`src/hdl/qlu_pkg.sv`:
```
// Shared types, character codes and helpers for the quoted literal unescaper.
package qlu_pkg;

  typedef struct packed {
    logic [7:0] char_in;
    logic       end_of_text;
  } in_word_t;

  typedef struct packed {
    logic [7:0] char_out;
    logic       has_char;
    logic       escape_error;
    logic       last;
  } out_word_t;

  // Up to three result words per input word, compacted from slot 0.
  localparam int unsigned MaxResults = 3;

  typedef struct packed {
    logic [1:0]                 cnt;
    out_word_t [MaxResults-1:0] word;
  } scan_res_t;

  localparam logic [7:0] ChQuote  = 8'h22;
  localparam logic [7:0] ChApos   = 8'h27;
  localparam logic [7:0] ChBslash = 8'h5C;
  localparam logic [7:0] ChB      = 8'h62;
  localparam logic [7:0] ChT      = 8'h74;
  localparam logic [7:0] ChN      = 8'h6E;
  localparam logic [7:0] ChF      = 8'h66;
  localparam logic [7:0] ChR      = 8'h72;
  localparam logic [7:0] ChXLower = 8'h78;
  localparam logic [7:0] ChXUpper = 8'h58;
  localparam logic [7:0] Ch0      = 8'h30;
  localparam logic [7:0] Ch9      = 8'h39;
  localparam logic [7:0] ChAUpper = 8'h41;
  localparam logic [7:0] ChFUpper = 8'h46;
  localparam logic [7:0] ChALower = 8'h61;
  localparam logic [7:0] ChFLower = 8'h66;

  localparam logic [7:0] CtlBs = 8'h08;
  localparam logic [7:0] CtlHt = 8'h09;
  localparam logic [7:0] CtlLf = 8'h0A;
  localparam logic [7:0] CtlFf = 8'h0C;
  localparam logic [7:0] CtlCr = 8'h0D;

  localparam logic [15:0] HexLimit = 16'd127;

  // Bit 4: byte is a hex digit; bits 3:0: its value.
  function automatic logic [4:0] hex_digit(input logic [7:0] c);
    logic [4:0] r;
    r = '0;
    if (c >= Ch0 && c <= Ch9) begin
      r = {1'b1, 4'(c - Ch0)};
    end else if (c >= ChAUpper && c <= ChFUpper) begin
      r = {1'b1, 4'(c - ChAUpper + 8'hA)};
    end else if (c >= ChALower && c <= ChFLower) begin
      r = {1'b1, 4'(c - ChALower + 8'hA)};
    end
    return r;
  endfunction

endpackage

```
`src/hdl/quoted_literal_unescaper_core.sv`:
```
// Top level of the quoted string literal unescaper.
//
// Input channel (in_valid_i/in_ready_o/in_word_i): one raw literal byte per word,
// with end_of_text marking the final byte. Bytes outside double quotes are
// dropped; escapes inside quotes (\b \t \n \f \r \" \' \\ and \x/\X with up to
// MaxHexDigits hex digits) are decoded. Unknown escapes are dropped; hex values
// above 127 give a word with escape_error set instead of a byte.
// Output channel (out_valid_o/out_ready_i/out_word_o): decoded words. An input
// word with end_of_text yields a final word with last set.
// Each result is decoded combinationally and queued when its word is accepted.
// Throughput: one input word per cycle while each yields at most one result and
// the output is not stalled; an input word yields up to three results and the
// output drains at most one per cycle, so the rate is set by the output port and
// the four-entry result queue (input ready while at most one result is queued).
// Reset clears the scan state to outside quotes and empties the queue.
// A stalled receiver fills the queue and then deasserts in_ready_o; scan state
// advances only on accepted words.
module quoted_literal_unescaper_core #(
  parameter int unsigned MaxHexDigits = 4
) (
  input  logic               clk_i,
  input  logic               rst_ni,
  input  logic               in_valid_i,
  output logic               in_ready_o,
  input  qlu_pkg::in_word_t  in_word_i,
  output logic               out_valid_o,
  input  logic               out_ready_i,
  output qlu_pkg::out_word_t out_word_o
);

  logic               accept;
  logic               space;
  qlu_pkg::scan_res_t res;

  assign in_ready_o = space;
  assign accept     = in_valid_i && space;

  qlu_scanner #(
    .MaxHexDigits(MaxHexDigits)
  ) u_scanner (
    .clk_i    (clk_i),
    .rst_ni   (rst_ni),
    .accept_i (accept),
    .in_word_i(in_word_i),
    .res_o    (res)
  );

  qlu_result_fifo u_fifo (
    .clk_i      (clk_i),
    .rst_ni     (rst_ni),
    .push_i     (accept),
    .res_i      (res),
    .space_o    (space),
    .out_valid_o(out_valid_o),
    .out_ready_i(out_ready_i),
    .out_word_o (out_word_o)
  );

endmodule

```
`src/hdl/qlu_scanner.sv`:
```
// Scan state and per-word escape decode; produces up to three result words.
module qlu_scanner #(
  parameter int unsigned MaxHexDigits = 4
) (
  input  logic                clk_i,
  input  logic                rst_ni,
  input  logic                accept_i,
  input  qlu_pkg::in_word_t   in_word_i,
  output qlu_pkg::scan_res_t  res_o
);

  localparam int unsigned AccW = 4 * MaxHexDigits;
  localparam int unsigned CntW = $clog2(MaxHexDigits + 1);
  localparam logic [CntW-1:0] CntMax = CntW'(MaxHexDigits);

  localparam logic [1:0] ModeOutside = 2'd0;
  localparam logic [1:0] ModeText    = 2'd1;
  localparam logic [1:0] ModeEscape  = 2'd2;
  localparam logic [1:0] ModeHex     = 2'd3;

  logic [1:0]      mode_q, mode_d;
  logic [AccW-1:0] acc_q, acc_d;
  logic [CntW-1:0] cnt_q, cnt_d;

  logic [7:0]      c;
  logic [4:0]      hv;
  logic [AccW-1:0] acc_sh;
  logic [CntW-1:0] cnt_inc;
  logic            a_en, b_en, c_en, text_en;
  logic [7:0]      b_char;
  logic [AccW-1:0] fin_acc;
  logic [CntW-1:0] fin_cnt;
  logic [15:0]     fin_ext;
  logic            a_valid, a_err;
  qlu_pkg::out_word_t a_word, b_word, c_word;

  always_comb begin
    c       = in_word_i.char_in;
    hv      = qlu_pkg::hex_digit(c);
    acc_sh  = AccW'({acc_q, hv[3:0]});
    cnt_inc = cnt_q + 1'b1;
    mode_d  = mode_q;
    acc_d   = acc_q;
    cnt_d   = cnt_q;
    a_en    = 1'b0;
    b_en    = 1'b0;
    c_en    = 1'b0;
    text_en = 1'b0;
    b_char  = c;
    fin_acc = acc_q;
    fin_cnt = cnt_q;

    unique case (mode_q)
      ModeOutside: begin
        if (c == qlu_pkg::ChQuote) mode_d = ModeText;
      end
      ModeText: begin
        text_en = 1'b1;
      end
      ModeEscape: begin
        mode_d = ModeText;
        unique case (c)
          qlu_pkg::ChB: begin
            b_en = 1'b1; b_char = qlu_pkg::CtlBs;
          end
          qlu_pkg::ChT: begin
            b_en = 1'b1; b_char = qlu_pkg::CtlHt;
          end
          qlu_pkg::ChN: begin
            b_en = 1'b1; b_char = qlu_pkg::CtlLf;
          end
          qlu_pkg::ChF: begin
            b_en = 1'b1; b_char = qlu_pkg::CtlFf;
          end
          qlu_pkg::ChR: begin
            b_en = 1'b1; b_char = qlu_pkg::CtlCr;
          end
          qlu_pkg::ChQuote, qlu_pkg::ChApos, qlu_pkg::ChBslash: begin
            b_en = 1'b1;
          end
          qlu_pkg::ChXLower, qlu_pkg::ChXUpper: begin
            mode_d = ModeHex;
            acc_d  = '0;
            cnt_d  = '0;
          end
          default: ;
        endcase
      end
      ModeHex: begin
        if (hv[4] && cnt_q < CntMax) begin
          if (cnt_inc == CntMax) begin
            a_en    = 1'b1;
            fin_acc = acc_sh;
            fin_cnt = cnt_inc;
            acc_d   = '0;
            cnt_d   = '0;
            mode_d  = ModeText;
          end else begin
            acc_d = acc_sh;
            cnt_d = cnt_inc;
          end
        end else begin
          a_en    = 1'b1;
          acc_d   = '0;
          cnt_d   = '0;
          mode_d  = ModeText;
          text_en = 1'b1;
        end
      end
    endcase

    if (text_en) begin
      if (c == qlu_pkg::ChBslash) begin
        mode_d = ModeEscape;
      end else if (c == qlu_pkg::ChQuote) begin
        mode_d = ModeOutside;
      end else begin
        b_en = 1'b1;
      end
    end

    if (in_word_i.end_of_text) begin
      if (mode_d == ModeHex) begin
        a_en    = 1'b1;
        fin_acc = acc_d;
        fin_cnt = cnt_d;
      end
      c_en   = 1'b1;
      mode_d = ModeOutside;
      acc_d  = '0;
      cnt_d  = '0;
    end

    fin_ext = 16'(fin_acc);
    a_valid = a_en && (fin_cnt != '0);
    a_err   = fin_ext > qlu_pkg::HexLimit;

    a_word              = '0;
    a_word.char_out     = a_err ? 8'h00 : 8'(fin_acc);
    a_word.has_char     = !a_err;
    a_word.escape_error = a_err;
    b_word              = '0;
    b_word.char_out     = b_char;
    b_word.has_char     = 1'b1;
    c_word              = '0;
    c_word.last         = 1'b1;

    res_o = '0;
    if (a_valid) begin
      res_o.word[res_o.cnt] = a_word;
      res_o.cnt             = res_o.cnt + 2'd1;
    end
    if (b_en) begin
      res_o.word[res_o.cnt] = b_word;
      res_o.cnt             = res_o.cnt + 2'd1;
    end
    if (c_en) begin
      res_o.word[res_o.cnt] = c_word;
      res_o.cnt             = res_o.cnt + 2'd1;
    end
  end

  always_ff @(posedge clk_i or negedge rst_ni) begin
    if (!rst_ni) begin
      mode_q <= ModeOutside;
      acc_q  <= '0;
      cnt_q  <= '0;
    end else if (accept_i) begin
      mode_q <= mode_d;
      acc_q  <= acc_d;
      cnt_q  <= cnt_d;
    end
  end

`ifndef SYNTHESIS
  a_end_resets: assert property (@(posedge clk_i) disable iff (!rst_ni)
    accept_i && in_word_i.end_of_text |=> mode_q == ModeOutside && cnt_q == '0)
    else $error("scan state not cleared after end of text");
  a_cnt_bound: assert property (@(posedge clk_i) disable iff (!rst_ni)
    cnt_q < CntMax)
    else $error("hex digit count reached limit without completing");
  a_cnt_only_hex: assert property (@(posedge clk_i) disable iff (!rst_ni)
    mode_q != ModeHex |-> cnt_q == '0)
    else $error("hex digit count nonzero outside hex mode");
`endif

endmodule

```
`src/hdl/qlu_result_fifo.sv`:
```
// Four-entry queue: takes up to three words per cycle, drains at most one.
module qlu_result_fifo (
  input  logic                clk_i,
  input  logic                rst_ni,
  input  logic                push_i,
  input  qlu_pkg::scan_res_t  res_i,
  output logic                space_o,
  output logic                out_valid_o,
  input  logic                out_ready_i,
  output qlu_pkg::out_word_t  out_word_o
);

  localparam int unsigned Depth = 4;

  qlu_pkg::out_word_t mem_q [Depth];
  logic [1:0] wr_ptr_q, rd_ptr_q;
  logic [2:0] count_q;
  logic [1:0] push_cnt;
  logic       pop;

  assign push_cnt    = push_i ? res_i.cnt : 2'd0;
  assign pop         = out_valid_o && out_ready_i;
  assign out_valid_o = count_q != 3'd0;
  assign out_word_o  = mem_q[rd_ptr_q];
  assign space_o     = count_q <= 3'(Depth - qlu_pkg::MaxResults);

  always_ff @(posedge clk_i) begin
    for (int i = 0; i < qlu_pkg::MaxResults; i++) begin
      if (2'(i) < push_cnt) begin
        mem_q[wr_ptr_q + 2'(i)] <= res_i.word[i];
      end
    end
  end

  always_ff @(posedge clk_i or negedge rst_ni) begin
    if (!rst_ni) begin
      wr_ptr_q <= '0;
      rd_ptr_q <= '0;
      count_q  <= '0;
    end else begin
      wr_ptr_q <= wr_ptr_q + push_cnt;
      rd_ptr_q <= rd_ptr_q + 2'(pop);
      count_q  <= count_q + 3'(push_cnt) - 3'(pop);
    end
  end

`ifndef SYNTHESIS
  a_no_overflow: assert property (@(posedge clk_i) disable iff (!rst_ni)
    count_q <= 3'(Depth))
    else $error("result queue overflow");
  a_push_space: assert property (@(posedge clk_i) disable iff (!rst_ni)
    push_i |-> space_o)
    else $error("push without room for three words");
  a_idle_hold: assert property (@(posedge clk_i) disable iff (!rst_ni)
    push_cnt == 2'd0 && !pop |=> $stable(count_q))
    else $error("queue count moved without push or pop");
`endif

endmodule

```
`config.mk`:
```
export PLATFORM = sky130hd
export DESIGN_NAME = quoted_literal_unescaper_core
export DESIGN_NICKNAME = d
export VERILOG_FILES = /design/src/hdl/qlu_pkg.sv /design/src/hdl/quoted_literal_unescaper_core.sv /design/src/hdl/qlu_scanner.sv /design/src/hdl/qlu_result_fifo.sv
export SDC_FILE = /design/constraint.sdc
export NUM_CORES = 1
export LEC_CHECK = 0
export CORE_MARGIN = 2
export CORE_UTILIZATION = 43
export CTS_BUF_LIST = sky130_fd_sc_hd__clkbuf_4 sky130_fd_sc_hd__clkbuf_8
export DETAILED_ROUTE_END_ITERATION = 8
export DONT_BUFFER_PORTS = 1
export PLACE_DENSITY = 0.55
export SLEW_MARGIN = 40
export SYNTH_ARGS = -nofsm -noshare
export SYNTH_HDL_FRONTEND = slang
export SYNTH_SLANG_ARGS = --single-unit
```
`constraint.sdc`:
```
create_clock -name clk_i -period 4.6 [get_ports clk_i]
set_input_delay 0.92 -clock clk_i [delete_from_list [all_inputs] [get_ports clk_i]]
set_output_delay 0.92 -clock clk_i [all_outputs]
set_load 0.02 [all_outputs]
```
## Yosys cells after proc, flatten, opt, wreduce, memory -nomap -nowiden

Memories as Yosys holds them, arrays and structs flattened.
Index checks and enable logic that the tools add are counted.

| storage, ports and cells | value |
|---|---|
| bits in registers | 28 |
| memory bits (writable) | 44 |
| input port bits | 13 |
| output and inout bits | 13 |
| logic and storage cells | 134 |
| memories kept | 1 |

| cells by class | value |
|---|---|
| $add $sub $neg | 14 |
| $lt $le $gt $ge | 16 |
| equal/unequal tests | 15 |
| muxes and demuxes | 64 |
| bitwise logic cells | 3 |
| reduce and logical (&&, ||, !) cells | 15 |

Memory list:

| memory | depth | width | read ports | clocked after Yosys merged registers in | write ports | line | text |
|---|---|---|---|---|---|---|---|
| u_fifo.mem_q | 4 | 11 | 1 | 0 | 3 | qlu_result_fifo.sv:15 | `qlu_pkg::out_word_t mem_q [Depth];` |

Operators with widths:

| kind | count |
|---|---|
| $mux 16 | 9 |
| $mux 35 | 2 |
| $eq 8x7->1 const B | 8 |
| $demux 11 s2 | 2 |
| $pmux 8 s5 | 1 |
| $bwmux 33 | 1 |
| $mux 11 | 3 |
| $pmux 16 s2 | 1 |
| $and 30x30->30 | 1 |
| $not 30->30 | 1 |
| $mux 3 | 9 |
| $mux 1 | 19 |
| $mux 2 | 9 |
| $eq 8x6->1 const B | 2 |
| $ge 8x7->1 const B | 2 |
| $gt 16x7->1 const B | 1 |
| $le 8x7->1 const B | 2 |
| $mux 8 | 2 |
| $mux 5 | 3 |
| $sub 4x1->4 const B | 3 |
| $logic_and 1x1->1 | 9 |
| $add 4x4->4 const B | 2 |
| $ge 8x6->1 const B | 1 |
| $le 8x6->1 const B | 1 |
| other kinds (28) | 33 |

## Depth between registers and ports, before layout

Gate-level depths: netlist of run 1.

| depth | value |
|---|---|
| word-level depth | 34 |
| depth in mapped cells | 20 |
| depth with buffers taken out | 18 |

## By module

Synthesis of run 1 repeated with hierarchy kept, for this count alone.

| unflattened totals | value |
|---|---|
| cells, all modules | 500 |
| area, all modules | 5739.3 sq um |

Modules (own cells, without submodules):

| module | instances | cells each | area an instance (sq um) | seq. area each (sq um) |
|---|---|---|---|---|
| qlu_result_fifo | 1 | 208 | 3279.4 | 1496.4 |
| qlu_scanner | 1 | 291 | 2453.6 | 525.5 |
| quoted_literal_unescaper_core | 1 | 1 | 6.3 | 0.0 |

## Worst setup path after synthesis of run 1

Ideal clock, no wire load.

| path | value |
|---|---|
| path kind | input-to-reg |
| from | in in_word_i[4] (netlist name) |
| to | mem u_fifo.mem_q[1][0] (netlist name) (enable) |
| setup time | 0.394 ns |
| data arrival time | 4.790 ns |
| required time | 4.206 ns |
| slack | -0.584 ns |
| stages on the path | 14 |
| buffers on the path | 2 |
| cells stage by stage | buf_6 > or4b_4 > a311o_4 > a2111oi_4 > o211ai_4 > o21ai_1 > inv_1 > ha_1 > xnor2_1 > or2_2 > clkbuf_1 > inv_1 > a21oi_1 > o21ai_0 |

RTL lines:

| item | line | text |
|---|---|---|
| start, declared | quoted_literal_unescaper_core.sv:25 | `input qlu_pkg::in_word_t in_word_i,` |
| end, declared | qlu_result_fifo.sv:15 |  |

==> flow_results.xml, run 1 <==
<?xml version="1.0" encoding="UTF-8"?>
<metrics>
  <group name="outcome">
    <metric name="status" unit="">finished, final reports clean</metric>
  </group>
  <group name="cts">
    <metric name="worst_skew_late_latency" unit="ns">0.36</metric>
    <metric name="htreeDepth" unit="">3</metric>
    <metric name="clock_path_buffers" unit="">2</metric>
    <metric name="root_buffer" unit="">clkbuf_8</metric>
    <metric name="cts_made_buffers" unit="">9</metric>
    <metric name="postCtsSetupRepairBufs" unit="">0</metric>
    <metric name="post_cts_resize_count" unit="">0</metric>
    <metric name="cts.sink_count" unit="">72</metric>
    <metric name="tritoncts" unit="">done</metric>
    <metric name="postCtsHoldBufs" unit="">0</metric>
    <metric name="clkSlewWorstSetupHoldPaths" unit="ns">0.08</metric>
  </group>
  <group name="die">
    <metric name="die_height" unit="um">109</metric>
    <metric name="floorplan.rows" unit="">38</metric>
    <metric name="die_w" unit="um">109</metric>
    <metric name="core_area" unit="um^2">10800</metric>
    <metric name="die_area" unit="um^2">11800</metric>
    <metric name="initial_utilization" unit="%">43.7</metric>
    <metric name="io_pins" unit="">26</metric>
  </group>
  <group name="logic_synthesis">
    <metric name="syn_nets" unit="">507</metric>
    <metric name="number_of_flops_mapped_to_enable_cells_by_yosys" unit="">44</metric>
    <metric name="synthesis.yosys.warnings" unit="">0</metric>
    <metric name="netlist-cell-type-count" unit="">75</metric>
    <metric name="synthCells" unit="">476</metric>
    <metric name="synth-compound-area-share" unit="%">23.0</metric>
    <metric name="xor_and_xnor_fraction_of_the_mapped_netlist_area" unit="%">1.11</metric>
    <metric name="synthDominantAreaCellType" unit="">edfxtp_1</metric>
    <metric name="summed_instance_area_of_the_synthesized_netlist" unit="um^2">4720</metric>
    <metric name="synth_top_family_by_area" unit="">compound AO/OA/AOI/OAI gates</metric>
    <metric name="dominant_cells_by_area_after_synthesis" unit="">edfxtp_1, dfrtp_1, mux4_2, nand2_1, o21ai_0</metric>
    <metric name="synth-simple-area-share" unit="%">17.7</metric>
    <metric name="ys_async_sr_fraction" unit="%">38.9</metric>
    <metric name="number_of_flip_flops_and_latches_in_the_synthesized_netlist" unit="">72</metric>
    <metric name="yosys.area_share.adder" unit="%">4.93</metric>
    <metric name="syn_avg_cell_area" unit="um^2">9.91</metric>
    <metric name="synth_seq_area_share" unit="%">42.9</metric>
    <metric name="top_ff_cell_synth" unit="">edfxtp_1</metric>
    <metric name="yosys.area.top_type_share" unit="%">28.0</metric>
    <metric name="yosys-mux-area-fraction" unit="%">5.68</metric>
  </group>
  <group name="placement">
    <metric name="portBuffers" unit="">0</metric>
    <metric name="gp_routability_congestion" unit="">0.880</metric>
    <metric name="dp_cells" unit="">620</metric>
    <metric name="dpl.hpwl" unit="um">8830</metric>
  </group>
  <group name="global_routing">
    <metric name="grt_remaining_overflow" unit="">0</metric>
    <metric name="grt_pass1_wl" unit="um">19300</metric>
    <metric name="maximum_number_of_pins_on_one_net_before_global_route_repair" unit="">32</metric>
    <metric name="number_of_antenna_violations_at_the_first_check_in_global_routing" unit="">0</metric>
    <metric name="first_global_vias" unit="">3665</metric>
    <metric name="grtUsageTotal" unit="%">21.1</metric>
  </group>
  <group name="detailed_routing">
    <metric name="detail_route.drc_violations" unit="">0</metric>
    <metric name="detail_route.wirelength" unit="um">11700</metric>
    <metric name="drtPass1Iterations" unit="">5</metric>
    <metric name="wl_per_cell" unit="um">18.5</metric>
    <metric name="detail-route-antenna-nets" unit="">0</metric>
    <metric name="num_vias" unit="">3769</metric>
    <metric name="initialDrtViolationCount" unit="">198</metric>
    <metric name="via_cell_ratio" unit="">5.93</metric>
  </group>
  <group name="setup_path">
    <metric name="startpoint_type_of_the_worst_setup_path" unit="">input port</metric>
    <metric name="cpMaxStageDelayCell" unit="">o21ai_0</metric>
    <metric name="timing.critical_path.max_delay_family" unit="">compound AO/OA/AOI/OAI gates</metric>
    <metric name="worstSetupPathType" unit="">input port to register</metric>
    <metric name="cp_num_buf_inv" unit="">4</metric>
    <metric name="cp_data_required_time" unit="ns">4.76</metric>
    <metric name="r2r_slack" unit="ns">0.80</metric>
    <metric name="cpPeakStageDelay" unit="ns">0.40</metric>
    <metric name="path_common_cell" unit="">buf_4</metric>
    <metric name="critical_path.endpoint_type" unit="">register</metric>
    <metric name="arrival_time_at_the_worst_endpoint" unit="ns">4.41</metric>
    <metric name="crit_path_max_fanout" unit="">11</metric>
    <metric name="cells_along_the_critical_path" unit="">inv_1 -&gt; ha_1 -&gt; nor3b_1 -&gt; a311oi_1 -&gt; o21ai_0 -&gt; a2bb2oi_1 -&gt; o21ai_2 -&gt; buf_4 -&gt; ha_1 -&gt; nand2b_1 -&gt; a21oi_1 -&gt; buf_4 -&gt; nand3_1 -&gt; o21ai_2 -&gt; nor4_1 -&gt; nor2_1 -&gt; buf_4 -&gt; o22ai_1</metric>
  </group>
  <group name="sta">
    <metric name="period_share" unit="%">92.2</metric>
    <metric name="final_period_minus_worst_setup_slack" unit="ns">4.24</metric>
    <metric name="hold_viol" unit="">0</metric>
    <metric name="grt_setup_unrepaired" unit="">no</metric>
    <metric name="timing.final.max_slew_violations" unit="">0</metric>
    <metric name="finalSetupTns" unit="ns">0</metric>
    <metric name="tightest_slew" unit="ns">0.709</metric>
    <metric name="maxClockFrequency" unit="MHz">236</metric>
    <metric name="hold_worst_slack" unit="ns">0.245</metric>
    <metric name="setup_violations" unit="">0</metric>
    <metric name="skew" unit="ns">0.0117</metric>
    <metric name="max-slew-margin-rel" unit="%">52.7</metric>
  </group>
  <group name="power_and_ir_drop">
    <metric name="clock_power_share" unit="%">20.6</metric>
    <metric name="power_report.internal_total" unit="mW">1.35</metric>
    <metric name="power.share.sequential" unit="%">42.5</metric>
    <metric name="power_density" unit="nW/um^2">423</metric>
    <metric name="vdd_drop_max" unit="uV">197</metric>
    <metric name="total_leakage_power" unit="nW">1.98</metric>
    <metric name="switching_share" unit="%">38.7</metric>
    <metric name="power.total" unit="mW">2.20</metric>
    <metric name="netSwitchingPower" unit="uW">851</metric>
    <metric name="share_comb_of_total_power" unit="%">36.9</metric>
  </group>
  <group name="finish">
    <metric name="layout-area-overhead-vs-synth" unit="%">10.2</metric>
    <metric name="stdcell_count" unit="">636</metric>
    <metric name="multiInputGateArea" unit="um^2">2500</metric>
    <metric name="drive_gt1_share" unit="%">16.3</metric>
    <metric name="num_antenna_cells" unit="">0</metric>
    <metric name="num-nets-final" unit="">522</metric>
    <metric name="sequential_cell_area" unit="um^2">2020</metric>
    <metric name="fillerInstances" unit="">1013</metric>
  </group>
  <group name="flow_run">
    <metric name="drv_cap" unit="">0</metric>
  </group>
  <group name="worst_hold_path">
    <metric name="worstHoldPathType" unit="">input port to async pin</metric>
  </group>
</metrics>
per-layer routing:
layer / routed length, um / vias up / global-route usage [%]
met5: 0 / - / 0
met4: 110 / 0 / 6.41
met3: 316 / 11 / 2.93
met2: 5720 / 72 / 34.7
met1: 5580 / 1848 / 29.0
li1: - / 1838 / -
cells by family after synthesis:
kind of cell	Yosys count
AO/OA/AOI/OAI	156
XOR/XNOR	6
adder cells (fa/ha/maj)	18
buffers and inverters	47
flip-flops	72
multiplexers	13
AND/OR/NAND/NOR	164
per-stage QoR:
step | area (um^2) | util (%) | worst slack (ns)
6_report | 5200 | 48.1 | 0.358
5_1_grt | 5200 | 48.1 | 0.0395
4_1_cts | 5190 | 48.1 | 0.363
3_5_place_dp | 5020 | 46.5 | 0.0205
3_3_place_gp | 5020 | 46.5 | 0.0331
2_1_floorplan | 4750 | - | -0.00343
sequential cells by signal, indices dropped and copies added (netlist names):
| register | count |
|---|---|
| u_fifo.count_q | 3 |
| u_fifo.mem_q | 44 |
| u_fifo.rd_ptr_q | 2 |
| u_fifo.wr_ptr_q | 2 |
| u_scanner.acc_q | 16 |
| u_scanner.cnt_q | 3 |
| u_scanner.mode_q | 2 |
worst reg2reg max path: stages (launching register included):
cell	delay (ns)
dfrtp_1	0.43
ha_1	0.20
ha_1	0.35
inv_1	0.11
a211oi_1	0.24
a2bb2oi_1	0.32
o21ai_2	0.12
buf_4	0.15
ha_1	0.20
nand2b_1	0.07
a21oi_1	0.08
buf_4	0.19
nand3_1	0.21
o21ai_2	0.15
nor4_1	0.31
nor2_1	0.09
buf_4	0.16
o22ai_1	0.24
synthesized netlist by cell type (4+ instances only):
cell type  instances
inv_1             22
a22oi_1           18
xnor2_1            5
dfrtp_1           28
and3_1             4
nand2b_1           4
nand3_1           14
buf_6              5
o21ai_0           45
o22ai_1           29
edfxtp_1          44
nor3_1             4
nand2_1           60
nor2_1            30
and2_1             9
o21ai_1            6
nor4_1             6
a32o_1             6
a21oi_1           16
buf_2              4
o21a_1             4
mux4_2            11
clkbuf_1          12
ha_1              17
nor2b_1            8
placed cells by master (no fill, tap or decap), types with 2 or more instances in the layout:
master,Yosys,routed
xnor2_1,5,5
and2_1,9,8
nand4_1,2,2
clkbuf_4,0,3
dfrtp_1,28,28
o21a_1,4,4
o211ai_1,2,2
clkinv_2,0,3
nor4_1,6,6
a31oi_1,2,2
a21oi_1,16,15
mux2i_1,2,2
a22oi_1,18,18
buf_12,0,2
clkbuf_8,0,9
nand3b_1,2,2
buf_4,1,27
o31ai_2,1,2
inv_1,22,22
o21ai_1,6,5
o21ai_0,45,42
or4_1,3,3
o22ai_1,29,29
nor2_1,30,30
mux4_2,11,11
nor2b_1,8,8
a221oi_1,2,2
o21bai_1,2,2
nand2_1,60,60
nor3_1,4,4
edfxtp_1,44,44
and3_1,4,4
o21ai_2,2,6
nand2b_1,4,4
ha_1,17,17
or3_1,2,2
a32o_1,6,6
nand3_1,14,14
nor3b_1,3,3
power by group through the flow:
stage / sequential [mW] / clock (mW) / combinational, mW
floorplan: 0.857 / 0 / 0.713
global placement: 0.947 / 0 / 0.800
detailed placement: 0.953 / 0 / 0.815
CTS: 0.939 / 0.459 / 0.818
global route: 0.957 / 0.482 / 0.898
finish: 0.935 / 0.453 / 0.812
path summary, 6_finish.rpt:
check                                   start                  to  cells after the start
setup / recovery                 in_word_i[2]  u_fifo.mem_q[0][6]                     18
hold / removal                         rst_ni  u_fifo.rd_ptr_q[1]                      0
setup reg to reg           u_scanner.cnt_q[0]  u_fifo.mem_q[0][6]                     17
hold reg to reg             u_fifo.count_q[2]   u_fifo.count_q[2]                      1
max in group asynchronous              rst_ni  u_scanner.acc_q[1]                      0
min in group clk_i          u_fifo.count_q[2]   u_fifo.count_q[2]                      1
area by class of cell:
type                    instances  area share [%]
flip-flops and latches         72            38.9
multi-input cells             357            48.2
clock buffers                  12            2.82
inverters                      22            1.59
repair buffers                 29            4.67
well taps                     140            3.37
clock inverters                 4           0.433
Note: power is estimated with default switching activity, not from simulation.
==> run 2: changes to the inputs <==
--- a/config.mk
+++ b/config.mk
@@ -6,11 +6,11 @@
 export NUM_CORES = 1
 export LEC_CHECK = 0
 export CORE_MARGIN = 2
-export CORE_UTILIZATION = 43
+export CORE_UTILIZATION = 65
 export CTS_BUF_LIST = sky130_fd_sc_hd__clkbuf_4 sky130_fd_sc_hd__clkbuf_8
 export DETAILED_ROUTE_END_ITERATION = 8
 export DONT_BUFFER_PORTS = 1
-export PLACE_DENSITY = 0.55
+export PLACE_DENSITY = 0.78
 export SLEW_MARGIN = 40
 export SYNTH_ARGS = -nofsm -noshare
 export SYNTH_HDL_FRONTEND = slang
==> constraint.sdc (replaced) <==
create_clock -name clk_i -period 4.6 [get_ports clk_i]
set_input_delay 0.23 -clock clk_i [delete_from_list [all_inputs] [get_ports clk_i]]
set_output_delay 0.23 -clock clk_i [all_outputs]
set_load 0.02 [all_outputs]
==> flow_results.xml, run 2 (synthesized netlist as in run 1, its figures left out) <==
<?xml version="1.0" encoding="UTF-8"?>
<metrics>
  <group name="outcome">
    <metric name="status" unit="">finished, final reports clean</metric>
  </group>
  <group name="global_routing">
    <metric name="number_of_antenna_violations_at_the_first_check_in_global_routing" unit="">0</metric>
    <metric name="grt_pass1_wl" unit="um">18400</metric>
    <metric name="grt_remaining_overflow" unit="">0</metric>
    <metric name="maximum_number_of_pins_on_one_net_before_global_route_repair" unit="">29</metric>
    <metric name="grtUsageTotal" unit="%">31.0</metric>
    <metric name="first_global_vias" unit="">3547</metric>
  </group>
  <group name="cts">
    <metric name="htreeDepth" unit="">3</metric>
    <metric name="post_cts_resize_count" unit="">0</metric>
    <metric name="cts_made_buffers" unit="">9</metric>
    <metric name="postCtsHoldBufs" unit="">4</metric>
    <metric name="tritoncts" unit="">done</metric>
    <metric name="cts.sink_count" unit="">72</metric>
    <metric name="clock_path_buffers" unit="">2</metric>
    <metric name="clkSlewWorstSetupHoldPaths" unit="ns">0.08</metric>
    <metric name="root_buffer" unit="">clkbuf_8</metric>
    <metric name="postCtsSetupRepairBufs" unit="">0</metric>
    <metric name="worst_skew_late_latency" unit="ns">0.36</metric>
  </group>
  <group name="finish">
    <metric name="final_common_cell" unit="">nand2_1</metric>
    <metric name="num-nets-final" unit="">507</metric>
    <metric name="reg_top3" unit="">u_fifo.mem_q: 44 flops, u_scanner.acc_q: 16 flops</metric>
    <metric name="largest_reg_flops" unit="">44</metric>
    <metric name="stdcell_count" unit="">580</metric>
    <metric name="num_antenna_cells" unit="">0</metric>
    <metric name="layout.cells.most_common_list" unit="">nand2_1, o21ai_0, edfxtp_1</metric>
    <metric name="final_core_utilization" unit="%">71.1</metric>
    <metric name="registers.top_by_ff_count" unit="">u_fifo.mem_q</metric>
    <metric name="layout-area-overhead-vs-synth" unit="%">7.64</metric>
    <metric name="drive_gt1_share" unit="%">11.9</metric>
    <metric name="fillerInstances" unit="">537</metric>
    <metric name="total_non_filler_cell_area_in_the_finished_layout" unit="um^2">5080</metric>
  </group>
  <group name="placement">
    <metric name="detailedPlace.worstSlack" unit="ns">0.291</metric>
    <metric name="dpl.hpwl" unit="um">8220</metric>
    <metric name="dpl-instance-area" unit="um^2">4770</metric>
    <metric name="dp_cells" unit="">560</metric>
    <metric name="portBuffers" unit="">0</metric>
    <metric name="gp_routability_congestion" unit="">0.918</metric>
  </group>
  <group name="sta">
    <metric name="final_period_minus_worst_setup_slack" unit="ns">4.21</metric>
    <metric name="period_share" unit="%">91.5</metric>
    <metric name="timing.final.max_slew_violations" unit="">0</metric>
    <metric name="tightest_slew" unit="ns">0.843</metric>
    <metric name="setup_violations" unit="">0</metric>
    <metric name="skew" unit="ns">0.00996</metric>
    <metric name="hold_viol" unit="">0</metric>
    <metric name="grt_setup_unrepaired" unit="">no</metric>
    <metric name="finalWorstSetupSlack" unit="ns">0.393</metric>
    <metric name="hold_worst_slack" unit="ns">0.000761</metric>
    <metric name="finalSetupTns" unit="ns">0</metric>
    <metric name="maxClockFrequency" unit="MHz">238</metric>
    <metric name="max-slew-margin-rel" unit="%">43.3</metric>
  </group>
  <group name="setup_path">
    <metric name="startpoint_type_of_the_worst_setup_path" unit="">register</metric>
    <metric name="worstSetupPathType" unit="">register to register</metric>
    <metric name="critical_path.endpoint_type" unit="">register</metric>
    <metric name="crit_path_max_fanout" unit="">12</metric>
    <metric name="arrival_time_at_the_worst_endpoint" unit="ns">4.28</metric>
    <metric name="cp_data_required_time" unit="ns">4.68</metric>
  </group>
  <group name="die">
    <metric name="die_area" unit="um^2">7950</metric>
    <metric name="io_pins" unit="">26</metric>
    <metric name="initial_utilization" unit="%">66.1</metric>
    <metric name="die_w" unit="um">89.2</metric>
    <metric name="die_height" unit="um">89.2</metric>
    <metric name="floorplan.rows" unit="">31</metric>
    <metric name="core_area" unit="um^2">7140</metric>
  </group>
  <group name="detailed_routing">
    <metric name="detail-route-antenna-nets" unit="">0</metric>
    <metric name="detail_route.wirelength" unit="um">11600</metric>
    <metric name="detail_route.drc_violations" unit="">0</metric>
    <metric name="initialDrtViolationCount" unit="">498</metric>
    <metric name="drtPass1Iterations" unit="">6</metric>
    <metric name="via_cell_ratio" unit="">6.73</metric>
    <metric name="num_vias" unit="">3901</metric>
    <metric name="wl_per_cell" unit="um">20.1</metric>
  </group>
  <group name="power_and_ir_drop">
    <metric name="power_density" unit="nW/um^2">467</metric>
    <metric name="power.total" unit="mW">2.37</metric>
    <metric name="vdd_drop_max" unit="uV">209</metric>
    <metric name="total_leakage_power" unit="nW">1.93</metric>
  </group>
  <group name="worst_hold_path">
    <metric name="worstHoldPathType" unit="">input port to register</metric>
  </group>
  <group name="flow_run">
    <metric name="drv_cap" unit="">0</metric>
  </group>
</metrics>
==> run 2: cell types whose count changed in the layout (fill, tap and decap cells not counted), sizes merged <==
| cell | delta |
|---|---|
| clkbuf | -3 |
| dlygate4sd3 | +3 |
| bufinv | +3 |
| clkinv | -1 |
| clkinvlp | -1 |
| buf | -18 |
| inv | +2 |
==> run 2: path summary, 6_finish.rpt <==
check,slack [ns],from,end,cells after the start
setup / recovery,0.39,u_scanner.cnt_q[0],u_fifo.mem_q[0][8],16
hold / removal,0.0008,in_word_i[0],u_scanner.cnt_q[1],1
setup reg to reg,0.39,u_scanner.cnt_q[0],u_fifo.mem_q[0][8],16
hold reg to reg,0.51,u_scanner.acc_q[13],u_scanner.acc_q[13],2
max in group asynchronous,4.10,rst_ni,u_scanner.acc_q[13],2
min in group asynchronous,0.31,rst_ni,u_fifo.rd_ptr_q[1],2
==> run 2: final cells by class <==
cell class                      instances  area [um^2]  share of cell area [%]
Clock inverter                          7          128                    2.51
Timing Repair Buffer                   14          125                    2.46
Multi-Input combinational cell        357         2470                    48.7
Tap cell                               99          124                    2.44
Clock buffer                            9          124                    2.44
Inverter                               22         82.6                    1.63
Sequential cell                        72         2020                    39.8
==> run 2: where the power goes <==
group / internal, mW / total [mW] / switching [mW]
clock network: 0.368 / 0.631 / 0.264
logic: 0.325 / 0.802 / 0.477
registers: 0.792 / 0.935 / 0.143
==> run 2: per-layer routing <==
layer / part of all wire (%) / track usage [%]
met4: 5.1 / 16.6
met3: 8.0 / 7.02
met2: 48 / 49.0
met5: 0 / 0
met1: 39 / 39.9
==> run 2: critical path, stage by stage (launching register included) <==
cell	delay, ns
dfrtp_1	0.44
ha_1	0.21
ha_1	0.34
a21oi_1	0.12
a211o_1	0.32
and2_1	0.23
o21ai_1	0.21
inv_1	0.08
ha_1	0.27
nand2b_1	0.16
a21oi_1	0.12
buf_4	0.20
nand3_1	0.14
o21ai_1	0.44
nor4_1	0.12
nor2_1	0.39
o22ai_1	0.14
==> run 3: changes to the inputs <==
--- a/config.mk
+++ b/config.mk
@@ -5,12 +5,15 @@
 export SDC_FILE = /design/constraint.sdc
 export NUM_CORES = 1
 export LEC_CHECK = 0
+export ABC_AREA = 1
 export CORE_MARGIN = 2
 export CORE_UTILIZATION = 65
 export CTS_BUF_LIST = sky130_fd_sc_hd__clkbuf_4 sky130_fd_sc_hd__clkbuf_8
+export CTS_CLUSTER_SIZE = 10
 export DETAILED_ROUTE_END_ITERATION = 8
 export DONT_BUFFER_PORTS = 1
 export PLACE_DENSITY = 0.78
+export RECOVER_POWER = 50
 export SLEW_MARGIN = 40
 export SYNTH_ARGS = -nofsm -noshare
 export SYNTH_HDL_FRONTEND = slang
==> flow_results.xml, run 3 <==
<?xml version="1.0" encoding="UTF-8"?>
<metrics>
  <group name="detailed_routing">
    <metric name="detail_route.wirelength" unit="um">12500</metric>
    <metric name="wl_per_cell" unit="um">16.8</metric>
    <metric name="num_vias" unit="">4442</metric>
    <metric name="drtPass1Iterations" unit="">5</metric>
    <metric name="detail-route-antenna-nets" unit="">0</metric>
    <metric name="via_cell_ratio" unit="">5.96</metric>
    <metric name="detail_route.drc_violations" unit="">0</metric>
    <metric name="initialDrtViolationCount" unit="">289</metric>
  </group>
  <group name="global_routing">
    <metric name="maximum_number_of_pins_on_one_net_before_global_route_repair" unit="">32</metric>
    <metric name="number_of_antenna_violations_at_the_first_check_in_global_routing" unit="">0</metric>
    <metric name="first_global_vias" unit="">4315</metric>
    <metric name="grtUsageTotal" unit="%">31.6</metric>
    <metric name="grt_remaining_overflow" unit="">0</metric>
    <metric name="grt_pass1_wl" unit="um">21100</metric>
  </group>
  <group name="cts">
    <metric name="root_buffer" unit="">clkbuf_8</metric>
    <metric name="tritoncts" unit="">done</metric>
    <metric name="htreeDepth" unit="">3</metric>
    <metric name="clock_path_buffers" unit="">2</metric>
    <metric name="postCtsSetupRepairBufs" unit="">0</metric>
    <metric name="clkSlewWorstSetupHoldPaths" unit="ns">0.09</metric>
    <metric name="cts_made_buffers" unit="">9</metric>
    <metric name="worst_skew_late_latency" unit="ns">0.35</metric>
    <metric name="cts.sink_count" unit="">72</metric>
  </group>
  <group name="setup_path">
    <metric name="launching_point_of_the_worst_reg2reg_path" unit="">u_scanner.mode_q[0]</metric>
    <metric name="r2r_slack" unit="ns">0.45</metric>
    <metric name="critical_path.endpoint_type" unit="">register</metric>
    <metric name="crit_path_max_fanout" unit="">14</metric>
    <metric name="worstSetupPathType" unit="">register to register</metric>
    <metric name="cp_data_required_time" unit="ns">4.65</metric>
    <metric name="worst_r2r_endpoint" unit="">u_fifo.mem_q[3][4]</metric>
    <metric name="startpoint_type_of_the_worst_setup_path" unit="">register</metric>
    <metric name="worst_r2r_path_depth" unit="">21</metric>
    <metric name="arrival_time_at_the_worst_endpoint" unit="ns">4.20</metric>
  </group>
  <group name="die">
    <metric name="die_w" unit="um">92.3</metric>
    <metric name="core_area" unit="um^2">7650</metric>
    <metric name="initial_utilization" unit="%">66.3</metric>
    <metric name="io_pins" unit="">26</metric>
    <metric name="die_area" unit="um^2">8520</metric>
    <metric name="floorplan.rows" unit="">32</metric>
    <metric name="die_height" unit="um">92.3</metric>
  </group>
  <group name="logic_synthesis">
    <metric name="dominant_cells_by_area_after_synthesis" unit="">edfxtp_1, dfrtp_1, nand2_1, o21ai_0, inv_1</metric>
    <metric name="synth_seq_area_share" unit="%">39.9</metric>
    <metric name="synthDominantAreaCellType" unit="">edfxtp_1</metric>
    <metric name="synth_commonest_cells" unit="">nand2_1, inv_1, nor2_1, o21ai_0, edfxtp_1</metric>
    <metric name="syn_avg_cell_area" unit="um^2">7.92</metric>
    <metric name="number_of_flops_mapped_to_enable_cells_by_yosys" unit="">44</metric>
    <metric name="top_ff_cell_synth" unit="">edfxtp_1</metric>
    <metric name="yosys.area.top_type_share" unit="%">26.1</metric>
    <metric name="synthesis.yosys.warnings" unit="">0</metric>
    <metric name="summed_instance_area_of_the_synthesized_netlist" unit="um^2">5070</metric>
    <metric name="yosys.cell_count.top_type" unit="">nand2_1</metric>
    <metric name="syn_nets" unit="">671</metric>
    <metric name="netlist-cell-type-count" unit="">43</metric>
    <metric name="ys_async_sr_fraction" unit="%">38.9</metric>
    <metric name="synthCells" unit="">640</metric>
    <metric name="number_of_flip_flops_and_latches_in_the_synthesized_netlist" unit="">72</metric>
  </group>
  <group name="power_and_ir_drop">
    <metric name="share_comb_of_total_power" unit="%">45.1</metric>
    <metric name="power_density" unit="nW/um^2">510</metric>
    <metric name="netSwitchingPower" unit="mW">1.20</metric>
    <metric name="power.share.sequential" unit="%">34.5</metric>
    <metric name="clock_power_share" unit="%">20.4</metric>
    <metric name="total_leakage_power" unit="nW">2.25</metric>
    <metric name="switching_share" unit="%">43.9</metric>
    <metric name="power_report.internal_total" unit="mW">1.53</metric>
    <metric name="vdd_drop_max" unit="uV">337</metric>
  </group>
  <group name="finish">
    <metric name="layout-area-overhead-vs-synth" unit="%">5.88</metric>
    <metric name="drive_gt1_share" unit="%">15.6</metric>
    <metric name="largest_reg_flops" unit="">44</metric>
    <metric name="final_common_cell" unit="">nand2_1</metric>
    <metric name="layout.cells.most_common_list" unit="">nand2_1, inv_1, nor2_1</metric>
    <metric name="num_antenna_cells" unit="">0</metric>
    <metric name="registers.top_by_ff_count" unit="">u_fifo.mem_q</metric>
    <metric name="final_core_utilization" unit="%">70.2</metric>
    <metric name="num-nets-final" unit="">669</metric>
    <metric name="reg_top3" unit="">u_fifo.mem_q: 44 flops, u_scanner.acc_q: 16 flops</metric>
  </group>
  <group name="placement">
    <metric name="portBuffers" unit="">0</metric>
    <metric name="detailedPlace.worstSlack" unit="ns">0.475</metric>
    <metric name="dpl.hpwl" unit="um">9360</metric>
    <metric name="gp_routability_congestion" unit="">1.01</metric>
  </group>
  <group name="outcome">
    <metric name="failing_checks" unit="">max-capacitance violations, max-slew violations</metric>
    <metric name="status" unit="">finished, violations left</metric>
  </group>
  <group name="sta">
    <metric name="finalWorstSetupSlack" unit="ns">0.449</metric>
    <metric name="final_period_minus_worst_setup_slack" unit="ns">4.15</metric>
    <metric name="maxClockFrequency" unit="MHz">241</metric>
    <metric name="hold_viol" unit="">0</metric>
    <metric name="grt_setup_unrepaired" unit="">no</metric>
    <metric name="max-slew-margin-rel" unit="%">-5.97</metric>
    <metric name="skew" unit="ns">0.0147</metric>
    <metric name="timing.final.max_slew_violations" unit="">29</metric>
    <metric name="tightest_slew" unit="ns">1.59</metric>
    <metric name="hold_worst_slack" unit="ns">0.236</metric>
    <metric name="finalSetupTns" unit="ns">0</metric>
    <metric name="period_share" unit="%">90.2</metric>
    <metric name="setup_violations" unit="">0</metric>
  </group>
  <group name="worst_hold_path">
    <metric name="whs_path_depth" unit="">2</metric>
    <metric name="holdCritStartpoint" unit="">in_word_i[8]</metric>
    <metric name="worstHoldPathType" unit="">input port to register</metric>
    <metric name="holdPathEnd" unit="">u_fifo.mem_q[0][10]</metric>
  </group>
  <group name="flow_run">
    <metric name="drv_cap" unit="">1</metric>
  </group>
</metrics>
## run 3: kinds of logic (layout without fill, tap and decap cells)
logic type,count (synthesis),count (layout),share of synthesized area (%)
compound gates,155,155,18.2
xor+xnor,5,5,0.864
fa+ha+maj,18,18,4.59
buf+inv,112,115,9.23
flops,72,72,39.9
simple gates,278,278,27.2
## run 3: critical path, stage by stage (launching register included)
cell     delay [ns]
dfrtp_1        0.46
nand2_1        0.19
nand2_1        0.31
inv_1          0.32
o21ai_1        0.12
nand3_1        0.11
nand2_1        0.10
nand2_4        0.20
inv_2          0.10
ha_1           0.22
nand2_1        0.09
inv_1          0.05
nor3_2         0.22
inv_2          0.10
nor2_1         0.09
inv_1          0.06
nor2_2         0.26
inv_1          0.23
nor2_1         0.16
nor2_1         0.12
o21ai_0        0.10
buf_4          0.23
## run 3: through the flow
stage                     cells  power (mW)  area (um^2)
after floorplan             640        1.95         5070
after global placement      727        2.15         5140
after detailed placement    727        2.19         5140
after CTS                   745        2.74         5380
after global routing        745        2.93         5370
final                       745        2.74         5370
## run 3: repair_timing
item,4_1_cts,5_1_grt
endpoints found under the setup margin,0,11
hold buffers,2,0
gates resized for setup,0,1
hold endpoints to repair,28,0
## run 3: layer usage
metal | wire [um] | track usage, % | vias up
li1 | - | - | 2159
met1 | 5040 | 38.5 | 2067
met2 | 6420 | 54.9 | 180
met4 | 388 | 12.8 | 0
met5 | 0 | 0 | -
met3 | 666 | 6.35 | 36
## run 3: worst max-delay path by stage
stage | end | slack, ns | start
2_1_floorplan | u_fifo.mem_q[1][0] | 0.33 | u_scanner.cnt_q[2]
3_3_place_gp | u_fifo.mem_q[0][10] | 0.56 | u_scanner.mode_q[0]
3_5_place_dp | u_fifo.mem_q[3][6] | 0.47 | in_word_i[2]
4_1_cts | u_fifo.mem_q[3][4] | 0.48 | u_scanner.mode_q[0]
5_1_grt | u_fifo.mem_q[3][4] | 0.04 | u_scanner.cnt_q[0]
6_report | u_fifo.mem_q[3][4] | 0.45 | u_scanner.mode_q[0]
## run 3: final cells by class
class	count	area [um^2]
clock buffers	10	131
clock inverters	6	85.1
multi-input cells	456	2580
fillers	650	2280
repair buffers	12	88.8
flip-flops and latches	72	2020
well taps	102	128
inverters	87	332
## run 3: power by group through the flow
stage	combinational (mW)	sequential, mW	clock [mW]
after floorplan	1.03	0.923	0
after global placement	1.20	0.951	0
after detailed placement	1.23	0.954	0
after CTS	1.24	0.942	0.559
after global routing	1.38	0.958	0.594
final	1.24	0.944	0.557
